<file path="config.mk">
export PLATFORM = sky130hd
export DESIGN_NAME = positional_list_store
export DESIGN_NICKNAME = d
export VERILOG_FILES = /design/src/rtl/core/pls_pkg.sv /design/src/rtl/core/pls_dp.sv /design/src/rtl/core/pls_ctrl.sv /design/src/rtl/core/positional_list_store.sv
export SDC_FILE = /design/constraint.sdc
export NUM_CORES = 2
export LEC_CHECK = 0
export BUFFER_PORTS_ARGS = -buffer_cell sky130_fd_sc_hd__buf_2
export CAP_MARGIN = 20
export CORE_AREA = 10 10 372 446
export DETAILED_ROUTE_END_ITERATION = 10
export DIE_AREA = 0 0 382 456
export MAX_ROUTING_LAYER = met4
export PLACE_DENSITY = 0.79
export SLEW_MARGIN = 15
export SYNTH_ARGS = -nofsm -noshare
export SYNTH_HDL_FRONTEND = slang
export SYNTH_SLANG_ARGS = --single-unit
</file>
<file path="constraint.sdc">
create_clock -name clk_i -period 6.4 [get_ports clk_i]
set_input_delay 1.28 -clock clk_i [delete_from_list [all_inputs] [get_ports clk_i]]
set_output_delay 1.28 -clock clk_i [all_outputs]
set_load 0.1 [all_outputs]
</file>
<file path="src/rtl/core/pls_pkg.sv">
// Shared constants, operation and status codes, and controller/datapath
// handshake structs for the positional list store. No dependencies.
`timescale 1ns / 1ps
`default_nettype none

package pls_pkg;

  localparam int DEPTH = 64;
  localparam int AW    = $clog2(DEPTH);
  localparam int CW    = $clog2(DEPTH + 1);
  localparam int FW    = 2;
  localparam int PW    = 8;
  localparam int DW    = 32;
  localparam int SW    = 2;
  localparam int LW    = 7;
  localparam int CMPW  = ((PW > CW) ? PW : CW) + 1;

  localparam logic [FW-1:0] FN_INSERT = 2'd0;
  localparam logic [FW-1:0] FN_DELETE = 2'd1;
  localparam logic [FW-1:0] FN_READ   = 2'd2;
  localparam logic [FW-1:0] FN_CLEAR  = 2'd3;

  localparam logic [SW-1:0] ST_OK    = 2'd0;
  localparam logic [SW-1:0] ST_RANGE = 2'd1;
  localparam logic [SW-1:0] ST_FULL  = 2'd2;

  typedef struct packed {
    logic          latch;
    logic          ld_ins;
    logic          ld_del;
    logic          rd_shift;
    logic          rd_pos;
    logic          wr_value;
    logic          cnt_inc;
    logic          cnt_dec;
    logic          cnt_clr;
    logic          finish;
    logic          use_rd;
    logic [SW-1:0] st;
  } cmd_t;

  typedef struct packed {
    logic [FW-1:0] func;
    logic          range_err;
    logic          full;
    logic          has_moves;
    logic          last;
  } sts_t;

endpackage

`default_nettype wire

</file>
<file path="src/rtl/core/pls_dp.sv">
// Datapath of the positional list store: request registers, entry memory,
// length counter, shift pointer and result registers. Depends on pls_pkg.
`timescale 1ns / 1ps
`default_nettype none

module pls_dp (
  input  wire logic                         clk_i,
  input  wire logic                         rst_ni,
  input  wire pls_pkg::cmd_t                cmd_i,
  output pls_pkg::sts_t                     sts_o,
  input  wire logic [pls_pkg::FW-1:0]       func_i,
  input  wire logic [pls_pkg::PW-1:0]       pos_i,
  input  wire logic signed [pls_pkg::DW-1:0] value_i,
  output logic                              done_o,
  output logic [pls_pkg::SW-1:0]            status_o,
  output logic signed [pls_pkg::DW-1:0]     read_value_o,
  output logic [pls_pkg::LW-1:0]            length_o
);

  logic [pls_pkg::DW-1:0] mem [pls_pkg::DEPTH];

  logic [pls_pkg::FW-1:0]   func_q;
  logic [pls_pkg::PW-1:0]   pos_q;
  logic [pls_pkg::DW-1:0]   value_q;
  logic [pls_pkg::CW-1:0]   count_q, count_d;
  logic [pls_pkg::AW-1:0]   ptr_q, ptr_d;
  logic [pls_pkg::AW-1:0]   wa_q;
  logic                     wv_q;
  logic [pls_pkg::DW-1:0]   rd_q;
  logic                     done_q;
  logic [pls_pkg::SW-1:0]   status_q;
  logic [pls_pkg::DW-1:0]   read_value_q;
  logic [pls_pkg::LW-1:0]   length_q;

  logic                     is_ins;
  logic [pls_pkg::AW-1:0]   pos_m1, cnt_m1;
  logic [pls_pkg::CMPW-1:0] pos_x, cnt_x;
  logic                     pos_zero;
  logic                     we, re;
  logic [pls_pkg::AW-1:0]   wa, ra;
  logic [pls_pkg::DW-1:0]   wd;

  assign is_ins   = (func_q == pls_pkg::FN_INSERT);
  assign pos_m1   = pls_pkg::AW'(pos_q - pls_pkg::PW'(1));
  assign cnt_m1   = pls_pkg::AW'(count_q - pls_pkg::CW'(1));
  assign pos_x    = pls_pkg::CMPW'(pos_q);
  assign cnt_x    = pls_pkg::CMPW'(count_q);
  assign pos_zero = (pos_q == '0);

  always_comb begin
    sts_o.func = func_q;
    if (is_ins) begin
      sts_o.range_err = pos_zero || (pos_x > cnt_x + pls_pkg::CMPW'(1));
      sts_o.has_moves = (pos_x <= cnt_x);
      sts_o.last      = (ptr_q == pos_m1);
    end else begin
      sts_o.range_err = pos_zero || (pos_x > cnt_x);
      sts_o.has_moves = (pos_x < cnt_x);
      sts_o.last      = (ptr_q == cnt_m1);
    end
    sts_o.full = (cnt_x >= pls_pkg::CMPW'(pls_pkg::DEPTH));
  end

  always_comb begin
    count_d = count_q;
    if (cmd_i.cnt_clr) begin
      count_d = '0;
    end else if (cmd_i.cnt_inc) begin
      count_d = count_q + pls_pkg::CW'(1);
    end else if (cmd_i.cnt_dec) begin
      count_d = count_q - pls_pkg::CW'(1);
    end
  end

  always_comb begin
    ptr_d = ptr_q;
    if (cmd_i.ld_ins) begin
      ptr_d = cnt_m1;
    end else if (cmd_i.ld_del) begin
      ptr_d = pls_pkg::AW'(pos_q);
    end else if (cmd_i.rd_shift) begin
      ptr_d = is_ins ? ptr_q - pls_pkg::AW'(1) : ptr_q + pls_pkg::AW'(1);
    end
  end

  assign we = wv_q | cmd_i.wr_value;
  assign wa = cmd_i.wr_value ? pos_m1 : wa_q;
  assign wd = cmd_i.wr_value ? value_q : rd_q;
  assign re = cmd_i.rd_shift | cmd_i.rd_pos;
  assign ra = cmd_i.rd_pos ? pos_m1 : ptr_q;

  always_ff @(posedge clk_i) begin
    if (we) begin
      mem[wa] <= wd;
    end
    if (re) begin
      rd_q <= mem[ra];
    end
  end

  always_ff @(posedge clk_i) begin
    if (cmd_i.latch) begin
      func_q  <= func_i;
      pos_q   <= pos_i;
      value_q <= value_i;
    end
    if (cmd_i.rd_shift) begin
      wa_q <= is_ins ? ptr_q + pls_pkg::AW'(1) : ptr_q - pls_pkg::AW'(1);
    end
    ptr_q <= ptr_d;
    if (cmd_i.finish) begin
      status_q     <= cmd_i.st;
      read_value_q <= cmd_i.use_rd ? rd_q : '0;
      length_q     <= pls_pkg::LW'(count_d);
    end
  end

  always_ff @(posedge clk_i or negedge rst_ni) begin
    if (!rst_ni) begin
      count_q <= '0;
      wv_q    <= 1'b0;
      done_q  <= 1'b0;
    end else begin
      count_q <= count_d;
      wv_q    <= cmd_i.rd_shift;
      done_q  <= cmd_i.finish;
    end
  end

  assign done_o       = done_q;
  assign status_o     = status_q;
  assign read_value_o = read_value_q;
  assign length_o     = length_q;

endmodule

`default_nettype wire

</file>
<file path="src/rtl/core/pls_ctrl.sv">
// Controller state machine of the positional list store: sequences checks,
// entry shifts and result issue through commands. Depends on pls_pkg.
`timescale 1ns / 1ps
`default_nettype none

module pls_ctrl (
  input  wire logic          clk_i,
  input  wire logic          rst_ni,
  input  wire logic          start_i,
  output logic               busy_o,
  input  wire pls_pkg::sts_t sts_i,
  output pls_pkg::cmd_t      cmd_o
);

  localparam logic [2:0] S_IDLE   = 3'd0;
  localparam logic [2:0] S_CHECK  = 3'd1;
  localparam logic [2:0] S_SHIFT  = 3'd2;
  localparam logic [2:0] S_DRAIN  = 3'd3;
  localparam logic [2:0] S_WRVAL  = 3'd4;
  localparam logic [2:0] S_RDWAIT = 3'd5;

  logic [2:0] state_q, state_d;

  always_comb begin
    cmd_o   = '0;
    state_d = state_q;
    case (state_q)
      S_IDLE: begin
        if (start_i) begin
          cmd_o.latch = 1'b1;
          state_d     = S_CHECK;
        end
      end
      S_CHECK: begin
        case (sts_i.func)
          pls_pkg::FN_CLEAR: begin
            cmd_o.cnt_clr = 1'b1;
            cmd_o.finish  = 1'b1;
            cmd_o.st      = pls_pkg::ST_OK;
            state_d       = S_IDLE;
          end
          pls_pkg::FN_READ: begin
            if (sts_i.range_err) begin
              cmd_o.finish = 1'b1;
              cmd_o.st     = pls_pkg::ST_RANGE;
              state_d      = S_IDLE;
            end else begin
              cmd_o.rd_pos = 1'b1;
              state_d      = S_RDWAIT;
            end
          end
          pls_pkg::FN_DELETE: begin
            if (sts_i.range_err) begin
              cmd_o.finish = 1'b1;
              cmd_o.st     = pls_pkg::ST_RANGE;
              state_d      = S_IDLE;
            end else if (sts_i.has_moves) begin
              cmd_o.ld_del = 1'b1;
              state_d      = S_SHIFT;
            end else begin
              cmd_o.cnt_dec = 1'b1;
              cmd_o.finish  = 1'b1;
              cmd_o.st      = pls_pkg::ST_OK;
              state_d       = S_IDLE;
            end
          end
          pls_pkg::FN_INSERT: begin
            if (sts_i.range_err) begin
              cmd_o.finish = 1'b1;
              cmd_o.st     = pls_pkg::ST_RANGE;
              state_d      = S_IDLE;
            end else if (sts_i.full) begin
              cmd_o.finish = 1'b1;
              cmd_o.st     = pls_pkg::ST_FULL;
              state_d      = S_IDLE;
            end else if (sts_i.has_moves) begin
              cmd_o.ld_ins = 1'b1;
              state_d      = S_SHIFT;
            end else begin
              state_d = S_WRVAL;
            end
          end
          default: begin
            state_d = S_IDLE;
          end
        endcase
      end
      S_SHIFT: begin
        cmd_o.rd_shift = 1'b1;
        if (sts_i.last) begin
          state_d = S_DRAIN;
        end
      end
      S_DRAIN: begin
        if (sts_i.func == pls_pkg::FN_INSERT) begin
          state_d = S_WRVAL;
        end else begin
          cmd_o.cnt_dec = 1'b1;
          cmd_o.finish  = 1'b1;
          cmd_o.st      = pls_pkg::ST_OK;
          state_d       = S_IDLE;
        end
      end
      S_WRVAL: begin
        cmd_o.wr_value = 1'b1;
        cmd_o.cnt_inc  = 1'b1;
        cmd_o.finish   = 1'b1;
        cmd_o.st       = pls_pkg::ST_OK;
        state_d        = S_IDLE;
      end
      S_RDWAIT: begin
        cmd_o.finish = 1'b1;
        cmd_o.use_rd = 1'b1;
        cmd_o.st     = pls_pkg::ST_OK;
        state_d      = S_IDLE;
      end
      default: begin
        state_d = S_IDLE;
      end
    endcase
  end

  always_ff @(posedge clk_i or negedge rst_ni) begin
    if (!rst_ni) begin
      state_q <= S_IDLE;
    end else begin
      state_q <= state_d;
    end
  end

  assign busy_o = (state_q != S_IDLE);

endmodule

`default_nettype wire

</file>
<file path="src/rtl/core/positional_list_store.sv">
// Top level of the positional list store: joins the controller and the
// datapath. Depends on pls_pkg, pls_ctrl and pls_dp.
`timescale 1ns / 1ps
`default_nettype none

// A request transfers on a clock edge with start high and busy low, and
// exactly one result follows, shown for a single cycle with done_o high; the
// receiver cannot stall it, so it must take every result in that cycle.
// The entries live in a single memory with one write and one registered read
// port, and insert and delete move the later entries one per cycle through
// that port pair. Clear, rejected requests and a delete of the last entry finish
// in the check state, a read after a wait for the registered read, an append
// after writing the value, a delete after the shift and drain states, and an
// insert that moves entries after shift, drain and the value write; busy
// stays high through the cycle before the result and is low in the result
// cycle, so the next request can transfer at its closing edge.

module positional_list_store (
  input  wire logic                          clk_i,
  input  wire logic                          rst_ni,
  input  wire logic                          start,
  output logic                               busy,
  input  wire logic [pls_pkg::FW-1:0]        func_i,
  input  wire logic [pls_pkg::PW-1:0]        pos_i,
  input  wire logic signed [pls_pkg::DW-1:0] value_i,
  output logic                               done_o,
  output logic [pls_pkg::SW-1:0]             status_o,
  output logic signed [pls_pkg::DW-1:0]      read_value_o,
  output logic [pls_pkg::LW-1:0]             length_o
);

  pls_pkg::cmd_t cmd;
  pls_pkg::sts_t sts;

  pls_ctrl u_ctrl (
    .clk_i   (clk_i),
    .rst_ni  (rst_ni),
    .start_i (start),
    .busy_o  (busy),
    .sts_i   (sts),
    .cmd_o   (cmd)
  );

  pls_dp u_dp (
    .clk_i        (clk_i),
    .rst_ni       (rst_ni),
    .cmd_i        (cmd),
    .sts_o        (sts),
    .func_i       (func_i),
    .pos_i        (pos_i),
    .value_i      (value_i),
    .done_o       (done_o),
    .status_o     (status_o),
    .read_value_o (read_value_o),
    .length_o     (length_o)
  );

endmodule

`default_nettype wire

</file>
# After elaboration in Yosys (flattened, before gate mapping)
# Memory sizes are Yosys's and may differ from the RTL's. A register that Yosys moved wholly into a read port is not among the register bits.
# Cells that the tools add are included.
dict set report classes {
  bitwise_logic 2
  n_mux 58
  shift 0
  addsub 6
  n_lt_le_gt_ge 5
  n_reduce_logical 10
  eq_ne 12
  mul 0
  div 0
}
# operator count
set ops {}
lappend ops {{6-bit 2-to-1 mux} 7}
lappend ops {{32-bit 2-to-1 mux} 1}
lappend ops {{1-bit 2-to-1 mux} 27}
lappend ops {{3-bit case mux with 4 select lines} 2}
lappend ops {{3-bit 2-to-1 mux} 7}
lappend ops {{7-bit 2-to-1 mux} 3}
lappend ops {{2-bit 2-to-1 mux} 7}
lappend ops {{6-bit == test} 2}
lappend ops {{6-bit by 1-bit subtractor with 6-bit output, second input constant} 2}
lappend ops {{7-bit by 1-bit adder with 8-bit output, second input constant} 1}
lappend ops {{8-bit by 7-bit greater-than comparator with 1-bit output} 1}
lappend ops {{8-bit greater-than comparator} 1}
lappend ops {{8-bit by 7-bit less-or-equal comparator with 1-bit output} 1}
lappend ops {{8-bit logical NOT} 1}
lappend ops {{8-bit by 7-bit less-than comparator with 1-bit output} 1}
lappend ops {{7-bit by 1-bit adder with 7-bit output, second input constant} 1}
lappend ops {{7-bit greater-or-equal comparator, second input constant} 1}
lappend ops {{7-bit by 1-bit subtractor with 7-bit output, second input constant} 1}
lappend ops {{6-bit by 1-bit adder with 6-bit output, second input constant} 1}
lappend ops {{3-bit by 2-bit == test with 1-bit output, second input constant} 2}
lappend ops {{3-bit == test, second input constant} 2}
lappend ops {{2-bit case mux with 3 select lines} 1}
lappend ops {{3-bit nonzero test} 2}
lappend ops {{2-bit == test, second input constant} 2}
lappend ops {{12 further kinds} 16}
dict set report word_totals {
  reg_bits 107
  output_inout_bits 43
  n_memories 1
  in_bits 45
  ramBits 2048
  latchBits 0
  rom_bits 0
  elab_cells 106
}
# name depth width read_ports rd_ports_with_merged_regs write_ports line
set memory_table {}
lappend memory_table {u_dp.mem 64 32 1 1 1 pls_dp.sv:20} ;# logic [pls_pkg::DW-1:0] mem [pls_pkg::DEPTH];

# Longest topological paths before layout
dict set report logic_depth {
  ltp_word 10
  mapped_depth 20
  depth_no_buf 15
}

# By module
# Synthesis repeated with hierarchy kept, for this count alone.
dict set report unflattened {
  cells_unflattened 7546
  hier_area_um2 95312.7
}
# mod seq_area_each_um2 instances area_each_um2 cells_each
set by_module_without_submodules {}
lappend by_module_without_submodules {pls_dp 65537.9 1 94891.0 7494}
lappend by_module_without_submodules {pls_ctrl 75.1 1 421.7 52}

# Worst setup path after synthesis
# No wires, ideal clock.
dict set report synth_path {
  path_type {register to register}
  startpoint {register u_dp.count_q[2] (netlist bit)}
  endpoint {register u_dp.length_q, in the netlist u_dp.length_o[0], enable pin}
  path_slack_ns 1.045
  required_ns 5.944
  arrival_time_ns 4.900
  n_path_buf 1
  stages_incl_launch_ff 16
  synth_period_minus_slack_ns 5.355
  setup_time_ns 0.456
  cell_sequence {dfrtp_1 -> inv_1 -> nor3_1 -> and3_1 -> nand3_1 -> ha_1 -> nand4_1 -> a211oi_1 -> or3_1 -> clkbuf_1 -> o21ai_0 -> a22oi_1 -> o22ai_1 -> nand2b_1 -> a21oi_1 -> o22ai_1}
}
# item line
set synth_lines {}
lappend synth_lines {{start, declared} pls_dp.sv:25} ;# logic [pls_pkg::CW-1:0] count_q, count_d;
lappend synth_lines {{start signal, assigned} pls_dp.sv:124} ;# count_q <= count_d;
lappend synth_lines {{end signal, assigned} pls_dp.sv:114} ;# length_q <= pls_pkg::LW'(count_d);
lappend synth_lines {{end, declared} pls_dp.sv:33} ;# logic [pls_pkg::LW-1:0] length_q;

# Final worst setup path
dict set report layout_path {
  startpoint {register u_dp.count_q[2] (netlist bit)}
  endpoint {register u_dp.rd_q[15] (netlist bit), read port of u_dp.mem (data pin)}
}
dict set report layout_via {
  elab_chain_len 8
  word_cells_on_any_way 11
  cone_classes {add/sub (1); order compare (2); mux (5); bitwise (1); reduce/logical (2)}
}
# item line
set layout_lines {}
lappend layout_lines {{7-bit by 1-bit adder with 8-bit output} pls_dp.sv:53} ;# sts_o.range_err = pos_zero || (pos_x > cnt_x + pls_pkg::CMPW'(1));
lappend layout_lines {{8-bit greater-than comparator} pls_dp.sv:53}
lappend layout_lines {{1-bit logical OR} pls_dp.sv:53}
lappend layout_lines {{1-bit 2-to-1 mux (*)} pls_dp.sv:52} ;# if (is_ins) begin
lappend layout_lines {{1-bit 2-to-1 mux (*)} pls_ctrl.sv:43} ;# if (sts_i.range_err) begin
lappend layout_lines {{1-bit 2-to-1 mux (*)} pls_ctrl.sv:35} ;# case (sts_i.func)
lappend layout_lines {{1-bit 2-to-1 mux (*)} pls_ctrl.sv:27} ;# case (state_q)
lappend layout_lines {{6-bit 2-to-1 mux or 1-bit OR (tied branches)} {pls_dp.sv:90, pls_dp.sv:89}}
lappend layout_lines {{end, declared} pls_dp.sv:29} ;# logic [pls_pkg::DW-1:0] rd_q;
# Every way passes the cells marked *; elsewhere a longest branch is shown, timed or not.
# A chain may end at the register's enable or synchronous reset.

==> results.py <==
metrics = {
    "route": {
        "vias": 53400,
        "drt-initial-drc-count": 8917,
        "drtAntennaViolNets": 0,
        "top_layer": "met4",
        "dr.pass1.iters": 9,
        "drc_errors": 0,
        "wl_per_cell_um": 29.4,
        "finalWirelength_mm": 238,
        "drt-met1-wl_mm": 79.8,
        "wl_met3_mm": 30.9,
        "wl_met2_mm": 114,
        "viasPerCell": 6.58,
    },
    "clock_tree": {
        "cts_buffers": 187,
        "clock_sinks": 2187,
        "cts_root_buf": "clkbuf_16",
        "clkLatencyLatePin_ns": 0.83,
        "clk_path_buf_depth": 3,
        "h-tree-depth": 4,
        "clk_pin_slew_ns": 0.07,
        "postCtsHoldBufs": 0,
        "tritoncts": "yes",
    },
    "power_and_ir_drop": {
        "power.leakage_nw": 32.2,
        "p_switching_mw": 9.95,
        "power_frac_seq": 0.486,
        "clkPwrFrac": 0.329,
        "switching_share": 0.286,
        "power_density_mw_per_mm2": 360,
        "power.internal_mw": 24.8,
        "pwr-share-comb": 0.184,
        "peakVddDrop_v": 0.000278,
    },
    "floorplan": {
        "die_height_um": 456,
        "core_mm2": 0.156,
        "dieArea_mm2": 0.174,
        "die_width_um": 382,
        "start_util": 0.548,
        "rows": 159,
        "pin_count": 88,
    },
    "hold_path": {
        "hp-class": "primary input to asynchronous set/reset pin",
    },
    "synthesis": {
        "syn_inst": 5683,
        "synth.most_common_cell": "edfxtp_1",
        "netlist_area_mm2": 0.0857,
        "synth.top_cells.by_area": "edfxtp_1 76%, nand2_1 4.7%, mux2i_1 4.1%, a21oi_1 3.3%, mux4_2 1.0%",
        "synth.top_cell.area_share": 0.762,
        "seq_area_frac_synth": 0.765,
        "synth_compound_area_frac": 0.0779,
        "synthSimpleGateAreaFrac": 0.0772,
        "synth_fp_nets": 5754,
        "synth_seq_cells": 2187,
        "netlist_top_cells_count": "2175 x edfxtp_1, 1083 x nand2_1, 557 x a21oi_1, 350 x mux2i_1, 188 x clkbuf_1",
        "synth_fa_ha_area_frac": 0.00379,
        "ys.flop_type": "edfxtp_1",
        "avgSynthCellArea_um2": 15.1,
        "ys.warnings.count": 0,
        "synth_edf_count": 2175,
        "synth_xor_area_frac": 0.00358,
        "ys_async_sr_fraction": 0.00549,
        "yosysTopAreaCell": "edfxtp_1",
        "synth_top_family_by_area": "compound AO/OA/AOI/OAI gates",
        "synth_cell_types": 66,
        "synthMuxAreaShare": 0.0522,
    },
    "sta": {
        "min_period_over_period": 0.949,
        "max-slew-margin-rel": 0.212,
        "max_clock_freq_ghz": 0.165,
        "finalSetupViolCount": 0,
        "hold-worst-slack_ns": 0.356,
        "final.setup.tns_ns": 0,
        "tightest_slew_ns": 1.18,
        "hold_violations": 0,
        "rsz0062_at_grt": "no",
        "period_minus_slack_ns": 6.08,
        "drv_slew": 0,
        "fin_skew_ns": 0.0329,
    },
    "setup_path": {
        "required_ns": 7.08,
        "endpoint_kind": "register",
        "critPathKind": "register to register",
        "startpoint": "u_dp.count_q[2]",
        "startpoint_type": "register",
        "cp.arrival_ns": 6.75,
        "r2r_start": "u_dp.count_q[2]",
        "cp_max_fo": 12,
    },
    "place": {
        "dpl.cell_count": 7751,
        "dp_hpwl_mm": 138,
        "placed_cell_area_mm2": 0.0901,
        "io_buffers": 87,
        "gp_congestion": 0.901,
    },
    "layout": {
        "final_nets": 5928,
        "final_util": 0.617,
        "final_area_mm2": 0.0965,
        "fill_cells": 10500,
        "final_cells": 8110,
        "drive_gt1_frac": 0.126,
        "syn_to_final_growth_pct": 12.6,
    },
    "grt": {
        "grt-ovfl-total": 0,
        "grt_pass1_vias": 52900,
        "grt_max_degree": 84,
        "grt_use_total": 0.272,
        "antenna_found_initial": 12,
        "grt_first_pass_wirelength_mm": 345,
    },
    "job": {
        "drv_cap": 0,
    },
    "run_status": {
        "status": "finished clean",
    },
}
-- final cells by class --
class	count	area [um2]	area share
repair buffers	326	2850	0.0295
clock buffers	226	4930	0.0511
diodes	10	25.0	0.000259
well taps	2093	2620	0.0271
flip-flops and latches	2187	65600	0.680
inverters	26	97.6	0.00101
clock inverters	113	1180	0.0122
multi-input cells	3129	19200	0.199
-- critical path, cell delays in order (launching register included) --
cell and delay, ns:
dfrtp_1 0.44, inv_1 0.12, nor3_1 0.37, and3_1 0.30, nand3_1 0.12, ha_1 0.33, a41o_1 0.24, a21oi_1 0.20
o211ai_1 0.20, or4_1 0.76, mux2i_4 0.44, buf_12 0.22, buf_4 0.18, nand2_4 0.14, buf_4 0.26, buf_4 0.18
o21ai_0 0.18, nor4_1 0.09, nor3_1 0.90, o22a_1 0.21
-- power by group through the flow --
stage / combinational (mW) / clock [mW] / sequential (mW)
detailed placement: 6.15 / 0 / 17.3
global placement: 5.97 / 0 / 17.2
floorplan: 3.33 / 0 / 17.8
global route: 6.72 / 12.0 / 16.9
finish: 6.41 / 11.5 / 16.9
CTS: 6.19 / 11.5 / 17.0
-- logic make-up after synthesis --
family          after synthesis
compound gates             1112
xor+xnor                     35
fa+ha+maj                    26
buf+inv                     367
flops                      2187
mux                         397
simple gates               1559
-- cell usage in the layout (no fill, tap or decap), types with 12 or more instances in the layout --
cell       count
edfxtp_1    2175
nand2_1     1054
a21oi_1      556
mux2i_1      342
clkbuf_16    192
buf_4        188
o22ai_1      128
nor4_1       126
o21ai_0      105
nor3_1       102
buf_2         87
a22oi_1       83
a221oi_1      66
nor2_4        65
nor2_1        53
buf_12        48
clkinv_1      45
nand3_1       39
mux4_2        38
and2_1        36
clkbuf_1      34
o21ai_1       30
xnor2_1       28
o211ai_1      28
clkinv_2      27
ha_1          26
inv_1         24
bufinv_16     23
o22a_1        22
nand2_4       18
o221ai_1      15
and3_1        14
a32oi_1       13
dfrtp_1       12
-- what timing repair did --
item / in CTS / in global routing
resized for setup: 0 / 2
setup endpoints to repair: 0 / 2
buffers inserted: 0 / 0
-- sequential cells by signal, indices dropped and copies added, names as in the netlist, 3 cells and up --
register,flops
u_ctrl.state_q,3
u_dp.count_q,7
u_dp.length_o,7
u_dp.mem,2048
u_dp.pos_q,8
u_dp.ptr_q,6
u_dp.rd_q,32
u_dp.read_value_o,32
u_dp.value_q,32
u_dp.wa_q,6
-- layer usage --
layer  vias up  GRT usage
li1      22100          -
met1     26200      0.329
met2      4269      0.432
met3       878     0.0614
met4         0      0.135
met5         -          -
-- final timing paths --
check | slack, ns | endpoint | cells past startpoint
min in group clk_i | 0.60 | u_ctrl.state_q[0] | 1
min | 0.36 | u_dp.wv_q | 1
max | 0.32 | u_dp.rd_q[15] | 19
max in group asynchronous | 5.78 | u_dp.done_o | 1
max reg2reg | 0.32 | u_dp.rd_q[15] | 19
min reg2reg | 0.60 | u_ctrl.state_q[0] | 1
-- per-stage QoR --
step	worst slack [ns]	power (mW)
after floorplan	1.04	21.1
after global placement	0.627	23.2
after detailed placement	0.548	23.4
after CTS	0.477	34.6
after global routing	0.0760	35.7
final	0.323	34.8
Power figures use the tool's default switching activity.
